===== src/rtl/hppc_pkg.sv =====
// Package for the hall pulse position counter: field types, per-channel state,
// configuration record, register indexes and reset values. No dependencies.
`default_nettype none

package hppc_pkg;

  localparam int NUM_CHANNELS = 4;
  localparam int CH_BITS      = 2;
  localparam int SAMPLE_BITS  = 12;
  localparam int TRACK_BITS   = 16;
  localparam int POS_BITS     = 16;
  localparam int TIME_BITS    = 16;
  localparam int CFG_IDX_BITS = 3;
  localparam int CFG_DATA_BITS = 16;
  localparam int IN_DATA_BITS  = 40;
  localparam int OUT_DATA_BITS = 24;

  typedef enum logic {
    OP_TICK = 1'b0,
    OP_LOAD = 1'b1
  } opcode_t;

  localparam logic [1:0] DIR_IDLE = 2'd0;
  localparam logic [1:0] DIR_FW   = 2'd1;
  localparam logic [1:0] DIR_BW   = 2'd2;
  localparam logic [1:0] STALL_FW = 2'd1;
  localparam logic [1:0] STALL_BW = 2'd2;

  localparam logic [CFG_IDX_BITS-1:0] CFG_MAX_JUMP   = 3'd0;
  localparam logic [CFG_IDX_BITS-1:0] CFG_DIAG_HIGH  = 3'd1;
  localparam logic [CFG_IDX_BITS-1:0] CFG_DIAG_LOW   = 3'd2;
  localparam logic [CFG_IDX_BITS-1:0] CFG_MIN_AMPL   = 3'd3;
  localparam logic [CFG_IDX_BITS-1:0] CFG_DECEL_TIME = 3'd4;
  localparam logic [CFG_IDX_BITS-1:0] CFG_TICK_STEP  = 3'd5;
  localparam logic [CFG_IDX_BITS-1:0] CFG_POS_MIN    = 3'd6;
  localparam logic [CFG_IDX_BITS-1:0] CFG_POS_MAX    = 3'd7;

  localparam logic [TRACK_BITS-1:0] TRACK_MAX_CLR = 16'h0000;
  localparam logic [TRACK_BITS-1:0] TRACK_MIN_CLR = 16'hFFFF;

  typedef struct packed {
    logic [SAMPLE_BITS-1:0]     max_jump;
    logic [SAMPLE_BITS-1:0]     diag_high;
    logic [SAMPLE_BITS-1:0]     diag_low;
    logic [SAMPLE_BITS-1:0]     min_ampl;
    logic [TIME_BITS-1:0]       decel_time;
    logic [TIME_BITS-1:0]       tick_step;
    logic signed [POS_BITS-1:0] pos_min;
    logic signed [POS_BITS-1:0] pos_max;
  } cfg_t;

  typedef struct packed {
    opcode_t                    opcode;
    logic [CH_BITS-1:0]         channel;
    logic [SAMPLE_BITS-1:0]     sample;
    logic [1:0]                 direction;
    logic [1:0]                 stall_req;
    logic signed [POS_BITS-1:0] new_position;
  } item_t;

  typedef struct packed {
    logic signed [POS_BITS-1:0] position;
    logic                       level;
    logic [1:0]                 edges_counted;
    logic                       counting_active;
  } result_t;

  typedef struct packed {
    logic [1:0]                 last_dir;
    logic [TIME_BITS-1:0]       decel;
    logic [TRACK_BITS-1:0]      track_max;
    logic [TRACK_BITS-1:0]      track_min;
    logic [TRACK_BITS-1:0]      prev_max;
    logic [TRACK_BITS-1:0]      prev_min;
    logic                       sliced;
    logic                       rise_done;
    logic                       fall_done;
    logic                       armed;
    logic signed [POS_BITS-1:0] pos;
  } chan_state_t;

  localparam chan_state_t CHAN_RESET = '{
    last_dir:  DIR_IDLE,
    decel:     '0,
    track_max: TRACK_MAX_CLR,
    track_min: TRACK_MIN_CLR,
    prev_max:  TRACK_MAX_CLR,
    prev_min:  TRACK_MIN_CLR,
    sliced:    1'b0,
    rise_done: 1'b0,
    fall_done: 1'b0,
    armed:     1'b0,
    pos:       '0
  };

endpackage

`default_nettype wire


===== src/rtl/hppc_cfg_regs.sv =====
// Configuration registers of the hall pulse position counter.
// Depends on hppc_pkg for the register indexes and the cfg_t record.
`default_nettype none

module hppc_cfg_regs (
  input  wire logic                               clk,
  input  wire logic                               rst,
  input  wire logic                               cfg_we,
  input  wire logic [hppc_pkg::CFG_IDX_BITS-1:0]  cfg_index,
  input  wire logic [hppc_pkg::CFG_DATA_BITS-1:0] cfg_data,
  output hppc_pkg::cfg_t                          cfg
);
  import hppc_pkg::*;

  always_ff @(posedge clk) begin
    if (rst) begin
      cfg.max_jump   <= 12'd200;
      cfg.diag_high  <= 12'd4000;
      cfg.diag_low   <= 12'd50;
      cfg.min_ampl   <= 12'd100;
      cfg.decel_time <= 16'd500;
      cfg.tick_step  <= 16'd10;
      cfg.pos_min    <= -16'sd32768;
      cfg.pos_max    <= 16'sd32767;
    end else if (cfg_we) begin
      unique case (cfg_index)
        CFG_MAX_JUMP:   cfg.max_jump   <= cfg_data[SAMPLE_BITS-1:0];
        CFG_DIAG_HIGH:  cfg.diag_high  <= cfg_data[SAMPLE_BITS-1:0];
        CFG_DIAG_LOW:   cfg.diag_low   <= cfg_data[SAMPLE_BITS-1:0];
        CFG_MIN_AMPL:   cfg.min_ampl   <= cfg_data[SAMPLE_BITS-1:0];
        CFG_DECEL_TIME: cfg.decel_time <= cfg_data[TIME_BITS-1:0];
        CFG_TICK_STEP:  cfg.tick_step  <= cfg_data[TIME_BITS-1:0];
        CFG_POS_MIN:    cfg.pos_min    <= $signed(cfg_data[POS_BITS-1:0]);
        CFG_POS_MAX:    cfg.pos_max    <= $signed(cfg_data[POS_BITS-1:0]);
        default: ;
      endcase
    end
  end

endmodule

`default_nettype wire


===== src/rtl/hppc_update.sv =====
// Next-state and result logic for one channel and one request.
// Depends on hppc_pkg for the state, request, result and configuration types.
`default_nettype none

module hppc_update (
  input  wire hppc_pkg::chan_state_t cur,
  input  wire hppc_pkg::item_t       item,
  input  wire hppc_pkg::cfg_t        cfg,
  output hppc_pkg::chan_state_t      nxt,
  output hppc_pkg::result_t          res
);
  import hppc_pkg::*;

  function automatic logic [TRACK_BITS-1:0] abs_diff(input logic [TRACK_BITS-1:0] a,
                                                     input logic [TRACK_BITS-1:0] b);
    return (a > b) ? (a - b) : (b - a);
  endfunction

  function automatic chan_state_t clear_track(input chan_state_t c);
    chan_state_t r;
    r = c;
    r.track_max = TRACK_MAX_CLR;
    r.prev_max  = TRACK_MAX_CLR;
    r.track_min = TRACK_MIN_CLR;
    r.prev_min  = TRACK_MIN_CLR;
    r.armed     = 1'b0;
    return r;
  endfunction

  function automatic logic signed [POS_BITS-1:0] step_pos(
      input logic signed [POS_BITS-1:0] pos,
      input logic [1:0]                 dir,
      input logic [1:0]                 stall,
      input logic signed [POS_BITS-1:0] pmin,
      input logic signed [POS_BITS-1:0] pmax);
    logic up;
    logic down;
    up   = ((dir == DIR_FW) && (stall != STALL_FW)) || ((dir == DIR_BW) && (stall == STALL_BW));
    down = ((dir == DIR_FW) && (stall == STALL_FW)) || ((dir == DIR_BW) && (stall != STALL_BW));
    if (up && (pos < pmax)) begin
      return pos + 16'sd1;
    end else if (down && (pos > pmin)) begin
      return pos - 16'sd1;
    end
    return pos;
  endfunction

  logic [TRACK_BITS-1:0] smp;
  logic [TRACK_BITS-1:0] jump;
  logic [TRACK_BITS-1:0] ampl;

  assign smp  = TRACK_BITS'(item.sample);
  assign jump = TRACK_BITS'(cfg.max_jump);
  assign ampl = TRACK_BITS'(cfg.min_ampl);

  always_comb begin
    chan_state_t           st;
    logic                  en;
    logic                  e_max;
    logic                  e_min;
    logic                  e_slc;
    logic [TRACK_BITS-1:0] range;
    logic [TRACK_BITS-1:0] thr;

    st    = cur;
    en    = 1'b0;
    e_max = 1'b0;
    e_min = 1'b0;
    e_slc = 1'b0;
    range = '0;
    thr   = '0;

    if (item.opcode == OP_LOAD) begin
      st.pos = item.new_position;
    end else begin
      if (item.direction != DIR_IDLE) begin
        en          = 1'b1;
        st.last_dir = item.direction;
        st.decel    = cfg.decel_time;
      end else if (st.decel != '0) begin
        st.decel = (st.decel > cfg.tick_step) ? (st.decel - cfg.tick_step) : '0;
        if (st.decel == '0) begin
          st.last_dir = DIR_IDLE;
          st = clear_track(st);
        end else begin
          en = 1'b1;
        end
      end

      if (en) begin
        if (smp > st.track_max) begin
          if ((abs_diff(st.prev_max, smp) < jump) && (item.sample < cfg.diag_high)) begin
            if (st.armed && ((smp - st.track_max) > ampl)) begin
              st    = clear_track(st);
              e_max = 1'b1;
            end else begin
              st.track_max = smp;
            end
          end
          st.prev_max = smp;
        end
        if (smp < st.track_min) begin
          if ((abs_diff(st.prev_min, smp) < jump) && (item.sample > cfg.diag_low)) begin
            if (st.armed && ((st.track_min - smp) > ampl)) begin
              st    = clear_track(st);
              e_min = 1'b1;
            end else begin
              st.track_min = smp;
            end
          end
          st.prev_min = smp;
        end
        if (st.track_max > st.track_min) begin
          range = st.track_max - st.track_min;
          thr   = st.track_min + (range >> 1);
          if (range > ampl) begin
            st.armed = 1'b1;
            if (smp > thr) begin
              if (st.sliced) begin
                if (!st.rise_done) begin
                  st.rise_done = 1'b1;
                  st.fall_done = 1'b0;
                  e_slc        = 1'b1;
                end
              end else begin
                st.sliced = 1'b1;
              end
            end else begin
              if (!st.sliced) begin
                if (!st.fall_done) begin
                  st.fall_done = 1'b1;
                  st.rise_done = 1'b0;
                  e_slc        = 1'b1;
                end
              end else begin
                st.sliced = 1'b0;
              end
            end
          end
        end
      end

      if (e_max) begin
        st.pos = step_pos(st.pos, st.last_dir, item.stall_req, cfg.pos_min, cfg.pos_max);
      end
      if (e_min) begin
        st.pos = step_pos(st.pos, st.last_dir, item.stall_req, cfg.pos_min, cfg.pos_max);
      end
      if (e_slc) begin
        st.pos = step_pos(st.pos, st.last_dir, item.stall_req, cfg.pos_min, cfg.pos_max);
      end
    end

    nxt                 = st;
    res.position        = st.pos;
    res.level           = st.sliced;
    res.edges_counted   = 2'({1'b0, e_max} + {1'b0, e_min} + {1'b0, e_slc});
    res.counting_active = en;
  end

endmodule

`default_nettype wire


===== src/rtl/hall_pulse_position_counter.sv =====
// Hall pulse position counter: channel state, request register, result register.
// Depends on hppc_pkg, hppc_cfg_regs and hppc_update.
//
// Requests arrive on the s_ group; s_tuser is the opcode (tick or load) and
// s_tdata carries channel, sample, direction, stall status and load value.
// Each request yields exactly one result on the m_ group: channel position,
// sliced level, edges counted by this request and the counting flag.
// A request is taken into an input register; from there the addressed
// channel's state is read, updated by the combinational update logic and
// written back while the result is loaded into the output register.
// Throughput is one request per cycle while no result waits on m_tready,
// also on the same channel back to back, since the state read and write
// both happen in the update stage.
// When m_tready is low the result holds, one more request waits in the input
// register, and s_tready drops until the result is taken.
// Reset clears all channel state, the configuration registers to their
// defaults and both valid flags. Configuration writes take effect at once.
`default_nettype none

module hall_pulse_position_counter (
  input  wire logic                               clk,
  input  wire logic                               rst,
  input  wire logic                               s_tvalid,
  output      logic                               s_tready,
  // channel[1:0], sample[13:2], direction[15:14], stall_req[17:16],
  // new_position[33:18], zero fill above
  input  wire logic [hppc_pkg::IN_DATA_BITS-1:0]  s_tdata,
  // opcode
  input  wire logic                               s_tuser,
  output      logic                               m_tvalid,
  input  wire logic                               m_tready,
  // position[15:0], level[16], edges_counted[18:17], counting_active[19],
  // zero fill above
  output      logic [hppc_pkg::OUT_DATA_BITS-1:0] m_tdata,
  input  wire logic                               cfg_we,
  input  wire logic [hppc_pkg::CFG_IDX_BITS-1:0]  cfg_index,
  input  wire logic [hppc_pkg::CFG_DATA_BITS-1:0] cfg_data
);
  import hppc_pkg::*;

  cfg_t        cfg;
  item_t       item_in;
  item_t       item_q;
  logic        item_valid;
  logic        advance;
  chan_state_t chan_q [NUM_CHANNELS];
  chan_state_t cur;
  chan_state_t nxt;
  result_t     res;
  result_t     res_q;

  hppc_cfg_regs u_cfg (
    .clk       (clk),
    .rst       (rst),
    .cfg_we    (cfg_we),
    .cfg_index (cfg_index),
    .cfg_data  (cfg_data),
    .cfg       (cfg)
  );

  assign item_in.opcode       = opcode_t'(s_tuser);
  assign item_in.channel      = s_tdata[1:0];
  assign item_in.sample       = s_tdata[13:2];
  assign item_in.direction    = s_tdata[15:14];
  assign item_in.stall_req    = s_tdata[17:16];
  assign item_in.new_position = $signed(s_tdata[33:18]);

  assign advance  = item_valid && (!m_tvalid || m_tready);
  assign s_tready = !item_valid || advance;

  always_ff @(posedge clk) begin
    if (rst) begin
      item_valid <= 1'b0;
    end else if (s_tready) begin
      item_valid <= s_tvalid;
    end
  end

  always_ff @(posedge clk) begin
    if (s_tvalid && s_tready) begin
      item_q <= item_in;
    end
  end

  assign cur = chan_q[item_q.channel];

  hppc_update u_update (
    .cur  (cur),
    .item (item_q),
    .cfg  (cfg),
    .nxt  (nxt),
    .res  (res)
  );

  always_ff @(posedge clk) begin
    if (rst) begin
      for (int i = 0; i < NUM_CHANNELS; i++) begin
        chan_q[i] <= CHAN_RESET;
      end
    end else if (advance) begin
      chan_q[item_q.channel] <= nxt;
    end
  end

  always_ff @(posedge clk) begin
    if (rst) begin
      m_tvalid <= 1'b0;
    end else if (advance) begin
      m_tvalid <= 1'b1;
    end else if (m_tready) begin
      m_tvalid <= 1'b0;
    end
  end

  always_ff @(posedge clk) begin
    if (advance) begin
      res_q <= res;
    end
  end

  assign m_tdata = {4'd0, res_q.counting_active, res_q.edges_counted, res_q.level,
                    res_q.position};

endmodule

`default_nettype wire

===== config.mk =====
export PLATFORM = sky130hd
export DESIGN_NAME = hall_pulse_position_counter
export DESIGN_NICKNAME = d
export VERILOG_FILES = /design/src/rtl/hppc_pkg.sv /design/src/rtl/hppc_cfg_regs.sv /design/src/rtl/hppc_update.sv /design/src/rtl/hall_pulse_position_counter.sv
export SDC_FILE = /design/constraint.sdc
export NUM_CORES = 2
export LEC_CHECK = 0
export ABC_AREA = 0
export CAP_MARGIN = 0
export CORE_MARGIN = 2
export CORE_UTILIZATION = 23
export DETAILED_ROUTE_END_ITERATION = 10
export DONT_BUFFER_PORTS = 1
export GPL_ROUTABILITY_DRIVEN = 1
export PLACE_DENSITY_LB_ADDON = 0.2
export SLEW_MARGIN = 15
export SYNTH_ARGS = -nofsm -noshare
export SYNTH_HDL_FRONTEND = slang
export SYNTH_SLANG_ARGS = --single-unit

===== constraint.sdc =====
create_clock -name clk -period 23.5 [get_ports clk]
set_clock_uncertainty 0.15 [all_clocks]
set_input_delay 1.175 -clock clk [delete_from_list [all_inputs] [get_ports clk]]
set_output_delay 1.175 -clock clk [all_outputs]
set_load 0.1 [all_outputs]

==> results.toml <==
[critical_path]
max_stage_delay_ps = 730
cp-start-kind = "flop"
worstSetupPathType = "reg2reg"
crit_fanout = 31
required_ps = 23740
critical_path.slowest_cell = "mux2i_1"
end_kind = "flop"
cp.arrival_ps = 22080

[route]
totalWireLength_um = 135000
drc_errors = 0
vias = 29218
drt-pass1-iter-count = 6
drtIter0Drc = 2640
antenna_left = 0
vias_per_cell = 4.80
routedWlPerCell_um = 22.3

[layout]
area_growth_pct = 13.2
final_cell_mix = "nand2_1 (481), edfxtp_1 (463), nor2_1 (365), ha_1 (348), a21oi_1 (305)"
final_cells = 6086
num_antenna_cells = 0
final_common_cell = "nand2_1"
fin_nets = 4269
final.fill_count = 17541
drive_above_1_share_pct = 9.14

[synth]
postSynthCellCount = 3872
synth-seq-area-share_pct = 42.7
synth_edf_count = 463
synthTopCellsByArea = "edfxtp_1 (37%), ha_1 (11%), dfxtp_1 (6.1%), mux4_2 (6.1%), nand2_1 (4.8%)"
ys_warn_count = 0
yosys.cell_types.count = 94
ys_ff_latch = 579
synthArstFlopShare_pct = 0
synth_top_area_cell = "edfxtp_1"
syn_area_per_cell_um2 = 9.81
syn-cell-area_um2 = 38000
synth_flop_cell = "edfxtp_1"
synth_top_area_share_pct = 36.6

[min_path]
hp-class = "reg2reg"

[pwr]
leakagePower_nw = 16.3
vdd_drop_max_mv = 0.0526
power_per_cell_area_nw_per_um2 = 71.1
p_total_w = 0.00306

[sta]
fmax_mhz = 45.8
finalMaxSlewViolations = 0
slew_headroom_pct = 29.3
setup_slack_ps = 1660
rsz0062_at_grt = "no"
worstMarginPinSlew_ps = 1060
finalCritPeriodShare_pct = 92.9
hold_viol_final = 0
finalCriticalPeriod_ps = 21840
tns_ps = 0
finalSetupViolCount = 0

[flow_run]
cap_violations = 0

[cts]
cts.path.max_buffers = 3
numCtsBuffers = 70
cts.clk_slew.worst_paths_ps = 60
cts_htree_levels = 3
root_buffer = "clkbuf_16"
hold_buffers = 0
cts_tree = "yes"
clkLatencyLatePin_ps = 700
cts_sinks = 579

[grt]
grt_usage_pct = 15.8
busiest_layer = "met2"
met1_usage_pct = 23.2
use_met3_pct = 2.28
antenna_found_initial = 6
met2_usage_pct = 24.2
grt_pass1_wl_um = 198000
grt_max_degree = 121
grt_pass1_vias = 28393
grt_overflow = 0

[placed_design]
place_hpwl_um = 97200
io_buffers = 0
place.gp.congestion = 0.877
pre_cts_ws_ps = 1640
dpl.cell_count = 5959

[floorplanning]
design.die.area_um2 = 168000
die_w_um = 410
pin_count = 91
initial_core_util_pct = 23.1
die_y_um = 410
coreArea_um2 = 164000
row_count = 149

[outcome]
outcome = "complete, no violations"
cells by family (layout without fill, tap and decap cells):
kind of cell / count (synthesis) / count (layout) / share of synthesized area, %
flip-flops: 579 / 579 / 42.7
AO/OA/AOI/OAI: 852 / 852 / 14.2
multiplexers: 142 / 142 / 7.13
AND/OR/NAND/NOR: 1331 / 1331 / 16.1
adder cells (fa/ha/maj): 361 / 361 / 12.2
other: 1 / 4 / 0.00988
buffers and inverters: 495 / 517 / 5.08
XOR/XNOR: 111 / 111 / 2.56
layout make-up:
class | count | area (um2) | share of cell area (%)
flip-flops and latches | 579 | 16200 | 37.8
repair buffers | 86 | 658 | 1.53
clock inverters | 31 | 410 | 0.954
multi-input cells | 2801 | 19900 | 46.4
clock buffers | 95 | 1870 | 4.34
well taps | 2189 | 2740 | 6.37
inverters | 305 | 1140 | 2.66
Yosys cell counts (29+ instances only):
| cell type | n |
|---|---|
| nor2_1 | 366 |
| xor2_1 | 36 |
| nand4_1 | 44 |
| o21bai_1 | 29 |
| nor3_1 | 117 |
| nand3b_1 | 31 |
| nand3_1 | 55 |
| nand2b_1 | 49 |
| a21oi_1 | 305 |
| xnor2_1 | 75 |
| mux4_2 | 102 |
| o21ai_0 | 155 |
| ha_1 | 348 |
| inv_1 | 304 |
| o21a_1 | 29 |
| mux2i_1 | 32 |
| nor2b_1 | 54 |
| edfxtp_1 | 463 |
| clkbuf_1 | 145 |
| dfxtp_1 | 116 |
| o211ai_1 | 31 |
| a21o_1 | 92 |
| nand2_1 | 482 |
final timing paths:
path	start	end	slack (ps)	cells past startpoint
setup / recovery	flop	m_tdata[1]$_DFFE_PP_	1660	84
hold / removal	u_cfg.cfg[86]$_SDFFE_PP0P_	u_cfg.cfg[86]$_SDFFE_PP0P_	300	2
setup reg to reg	flop	m_tdata[1]$_DFFE_PP_	1660	84
hold reg to reg	u_cfg.cfg[86]$_SDFFE_PP0P_	u_cfg.cfg[86]$_SDFFE_PP0P_	300	2
per-layer routing:
metal | wire length [um] | up-vias
li1 | - | 13911
met1 | 66200 | 14436
met2 | 59000 | 740
met3 | 7580 | 131
met4 | 2720 | 0
met5 | 0 | -
metrics by stage:
step                util (%)  hold slack (ps)  cell area [um2]
floorplan                  -              284            38000
CTS                     26.1              299            43000
global placement        24.7              286            40700
global route            26.1              320            43000
finish                  26.1              301            43000
detailed placement      24.7              291            40700
report_power, final:
group          internal (W)  leakage [nW]  total [W]  switching [W]
logic              0.000300          9.95   0.000792       0.000491
clock network      0.000614          1.09    0.00109       0.000478
registers           0.00114          5.26    0.00117      0.0000311
timing repair:
item / 4_1_cts / 5_1_grt
endpoints found under the setup margin: 0 / 15
buffers inserted: 0 / 1
resized for setup: 0 / 3
worst max-delay path: cells and delay by family, from the launching register on:
family / cells / cell delay [ps]
AO/OA/AOI/OAI: 35 / 8770
multiplexers: 4 / 1740
flip-flops: 1 / 650
buffers and inverters: 9 / 1360
AND/OR/NAND/NOR: 22 / 4690
XOR/XNOR: 4 / 950
adder cells (fa/ha/maj): 10 / 3110
sequential cells by signal, indices dropped and copies added (netlist names), named ones only:
| name | flops |
|---|---|
| chan_q | 408 |
| item_q | 35 |
| item_valid | 1 |
| m_tdata | 20 |
| m_tvalid | 1 |
| u_cfg.cfg | 112 |
(Power assumes the default switching activity.)
